**src/rtl/sme_pkg.sv**
```systemverilog
package sme_pkg;

  // Element and index widths.
  localparam int ELEM_W  = 32;
  localparam int IDX_W   = 3;
  localparam int ADDR_W  = 2 * IDX_W;
  localparam int SEL_W   = 2;
  localparam int ORDER_W = 4;
  localparam int PADDR_W = 3;
  localparam int PDATA_W = 32;

  // Largest matrix order the stores hold.
  localparam logic [ORDER_W-1:0] MAX_ORDER   = 4'd8;
  localparam logic [ORDER_W-1:0] ORDER_RESET = 4'd8;

  // Operand select codes.
  localparam logic [SEL_W-1:0] SEL_A = 2'd0;
  localparam logic [SEL_W-1:0] SEL_B = 2'd1;
  localparam logic [SEL_W-1:0] SEL_C = 2'd2;
  localparam logic [SEL_W-1:0] SEL_D = 2'd3;

  // Register indexes, taken from paddr bit 2.
  localparam logic REG_ORDER  = 1'b0;
  localparam logic REG_ADDEND = 1'b1;

  // Configuration as seen by the compute core.
  typedef struct packed {
    logic [IDX_W-1:0]  nm1;     // order minus one, already clamped
    logic [ELEM_W-1:0] addend;  // diagonal addend k
  } sme_cfg_t;

  // Store address of element (row, col), row-major with a fixed side of eight.
  function automatic logic [ADDR_W-1:0] cell_addr(input logic [IDX_W-1:0] row,
                                                   input logic [IDX_W-1:0] col);
    return {row, col};
  endfunction

endpackage

```
**src/rtl/sme_cfg.sv**
```systemverilog
module sme_cfg (
  input  logic                          clk,
  input  logic                          rst_n,
  input  logic                          psel,
  input  logic                          penable,
  input  logic                          pwrite,
  input  logic [sme_pkg::PADDR_W-1:0]   paddr,
  input  logic [sme_pkg::PDATA_W-1:0]   pwdata,
  output logic [sme_pkg::PDATA_W-1:0]   prdata,
  output logic                          pready,
  output sme_pkg::sme_cfg_t             cfg
);

  logic [sme_pkg::ORDER_W-1:0] order_r;
  logic [sme_pkg::ELEM_W-1:0]  addend_r;
  logic                        wr_en;

  assign pready = 1'b1;
  assign wr_en  = psel && penable && pwrite && pready;

  // Register writes.
  always_ff @(posedge clk) begin
    if (!rst_n) begin
      order_r  <= sme_pkg::ORDER_RESET;
      addend_r <= '0;
    end else if (wr_en) begin
      unique case (paddr[2])
        sme_pkg::REG_ORDER:  order_r  <= pwdata[sme_pkg::ORDER_W-1:0];
        sme_pkg::REG_ADDEND: addend_r <= pwdata[sme_pkg::ELEM_W-1:0];
        default:             order_r  <= order_r;
      endcase
    end
  end

  // Register reads.
  always_comb begin
    unique case (paddr[2])
      sme_pkg::REG_ORDER:  prdata = {{(sme_pkg::PDATA_W-sme_pkg::ORDER_W){1'b0}}, order_r};
      sme_pkg::REG_ADDEND: prdata = addend_r;
      default:             prdata = '0;
    endcase
  end

  // Order zero acts as one, orders above the store side saturate.
  always_comb begin
    priority if (order_r == '0) begin
      cfg.nm1 = '0;
    end else if (order_r > sme_pkg::MAX_ORDER) begin
      cfg.nm1 = sme_pkg::IDX_W'(sme_pkg::MAX_ORDER - 4'd1);
    end else begin
      cfg.nm1 = sme_pkg::IDX_W'(order_r - 4'd1);
    end
    cfg.addend = addend_r;
  end

endmodule

```
**config.mk**
```make
export PLATFORM = sky130hd
export DESIGN_NAME = sme_cfg
export DESIGN_NICKNAME = d
export VERILOG_FILES = /design/src/rtl/sme_pkg.sv /design/src/rtl/sme_cfg.sv
export SDC_FILE = /design/constraint.sdc
export NUM_CORES = 1
export LEC_CHECK = 0
export ABC_AREA = 1
export BUFFER_PORTS_ARGS = -buffer_cell sky130_fd_sc_hd__buf_2
export CAP_MARGIN = 20
export CORE_ASPECT_RATIO = 0.5
export CORE_UTILIZATION = 50
export CTS_BUF_LIST = sky130_fd_sc_hd__clkbuf_8
export DETAILED_ROUTE_END_ITERATION = 8
export PLACE_DENSITY = 0.94
export SYNTH_ARGS = -nofsm -noshare
export SYNTH_HDL_FRONTEND = slang
export SYNTH_SLANG_ARGS = --single-unit
```
**constraint.sdc**
```tcl
create_clock -name clk -period 1.44 [get_ports clk]
set_input_delay 0.288 -clock clk [delete_from_list [all_inputs] [get_ports clk]]
set_output_delay 0.288 -clock clk [all_outputs]
set_load 0.02 [all_outputs]
```
==> metrics.yaml <==
status: "finished, violations left"
violations: "setup timing"
initial_utilization_pct: 55.0
postLayoutCellArea_sq_um: 2690
synth_commonest_cells: "nand2_1 (71), inv_1 (64), nor2_1 (52)"
synth_edf_count: 0
yosys_warnings: 0
drt-total-wl_mm: 4.71
place_inst: 457
hold_ws_ps: 249
io_pins: 108
async_reset_ff_share_pct: 0
arrival_ps: 1210
cts_root_buf: "clkbuf_8"
std_cell_rows: 15
holdBufCountCts: 0
powerDensity_nw_per_um2: 819
core-area_sq_um: 3600
port_buffers: 104
worst_path_max_delay_cell: "dfxtp_2"
place.gp.congestion: 0.809
num-fill-cells: 317
synth.yosys.seq_area_share_pct: 36.4
viasPerCell: 4.59
fin_skew_ps: 0
grt_pass1_wl_mm: 7.62
clk_path_buf_depth: 2
grt_antenna_before_repair: 0
path_cells: "inv_2 > ha_4 > nand2_4 > nor2_4 > o21ai_2 > buf_4"
yosysMostFrequentCell: "nand2_1"
power.switching_uw: 623
ys_ff_latch: 36
drv_cap: 0
drive_gt1_share_pct: 37.6
power_frac_clock_pct: 32.1
finalPower_mw: 2.20
die_w_um: 91.0
cts_tree: "built"
seq_power_share_pct: 48.1
synth_cells: 313
post-route-worst-setup-slack_ps: -55.6
syn2layout_area_growth_pct: 35.9
syn_area_sq_um: 1980
fin_cells: 468
routed-wl-met3_um: 225
grt_max_degree: 46
avgSynthCellArea_sq_um: 6.33
finalSetupViolCount: 2
clk_pin_slew_worst_paths_ps: 70
hold_violations: 0
clock_sinks: 36
critPathMaxFanout: 2
rsz0062_at_grt: "true"
end_kind: "output port"
yosysTopAreaCell: "dfxtp_1"
synth_flop_cell: "dfxtp_1"
met2WireLength_mm: 2.40
vias: 2149
critical_path_required_ps: 1150
crit_type: "reg2out"
drt_iter0_drc: 111
cts-htree-levels: 2
ant_nets: 0
synth_cell_type_count: 20
start_kind: "flop"
routed.top_layer: "met4"
min_path_type: "in2reg"
synth_nets: 354
cts_buffers: 5
die_area_sq_um: 4230
ir_worst_vdd_mv: 0.541
grtUsageTotal_pct: 23.4
netSwitchingFraction_pct: 28.3
slew_viol_final: 0
place.detailed.hpwl_mm: 3.36
clock_latency_ps: 280
finalSetupTns_ps: -106
routedWlPerCell_um: 10.1
wl_met1_mm: 1.99
cpPeakStageDelay_ps: 330
first_pass_iters: 4
postLayoutCoreUtil_pct: 74.7
p_leak_nw: 1.72
fin_crit_ps: 1500
intPower_mw: 1.58
die-height_um: 46.5
grt_overflow_total: 0
pre_cts_ws_ps: 103
drt_drc_violations_left: 0
placed_cell_area_sq_um: 2530
finish.net_count: 457
p_comb_share_pct: 19.8
antenna-diode-count: 0
finalCritPeriodShare_pct: 104
synthTopCellsByArea: "dfxtp_1 (36%), nand2_1 (13%), inv_1 (12%), nor2_1 (9.8%), nand3_1 (9.1%)"
max_freq_ghz: 0.669
grt_pass1_vias: 1801
synth_top_cell_area_share_pct: 36.4
cell families after synthesis:
kind of cell / synth area share [%]
flops: 36.4
simple gates: 40.8
buf+inv: 20.0
fa+ha+maj: 0.631
other cells: 0.189
compound gates: 2.02
worst paths after layout:
path | startpoint | endpoint | slack (ps) | depth (start not counted)
min reg2reg | addend_r[27]$_SDFFE_PN0P_ | addend_r[27]$_SDFFE_PN0P_ | 500 | 2
max | order_r[0]$_SDFFE_PN0P_ | cfg[32] | -60 | 6
max reg2reg | order_r[0]$_SDFFE_PN0P_ | order_r[0]$_SDFFE_PN0P_ | 610 | 4
min | pwdata[3] | order_r[3]$_SDFFE_PN1P_ | 250 | 3
layout by cell type, fill, tap and decap left out:
cell / n
buf_12: 4
buf_2: 101
buf_4: 9
buf_6: 1
clkbuf_8: 6
conb_1: 1
dfxtp_1: 33
dfxtp_2: 3
ha_4: 1
inv_1: 64
inv_2: 4
nand2_1: 69
nand2_2: 1
nand2_4: 1
nand3_1: 36
nand3_2: 1
nor2_1: 51
nor2_2: 20
nor2_4: 2
nor2_8: 1
o21ai_0: 3
o21ai_1: 3
o21ai_2: 2
routing by layer:
| metal | global-route usage (%) | vias up |
|---|---|---|
| met5 | 0 | - |
| met4 | 9.52 | 0 |
| met3 | 6.11 | 10 |
| met2 | 45.9 | 62 |
| met1 | 25.3 | 967 |
| li1 | - | 1110 |
worst max-delay path: cells and delay by family (launching register included):
kind | cells | cell delay (ps)
and+or+nand+nor | 2 | 170
adders and majority gates | 1 | 150
DFF | 1 | 330
AOI/OAI and AO/OA | 1 | 60
buffers and inverters | 2 | 220
power by group through the flow:
stage               registers [mW]  clock network [mW]  logic [mW]
floorplan                     1.11                   0       0.237
global placement              1.08                   0       0.402
detailed placement            1.08                   0       0.410
CTS                           1.06               0.730       0.422
global route                  1.06               0.784       0.485
finish                        1.06               0.708       0.436
what timing repair did:
action	in CTS	in global routing
gates cloned	0	0
gates resized for setup	12	11
pin swaps	5	4
endpoints found under the setup margin	3	5
setup buffers	2	1
sequential cells by signal, summed over array words and instances (netlist names):
register  count
addend_r     32
order_r       4
cell type report:
class / instances / area, sq um / area share [%]
Clock inverter: 2 / 7.51 / 0.279
Sequential cell: 36 / 724 / 26.9
Clock buffer: 6 / 82.6 / 3.07
Timing Repair Buffer: 115 / 664 / 24.7
Inverter: 66 / 248 / 9.20
Multi-Input combinational cell: 192 / 902 / 33.5
Tap cell: 51 / 63.8 / 2.37
Note: power is estimated with default switching activity, not from simulation.
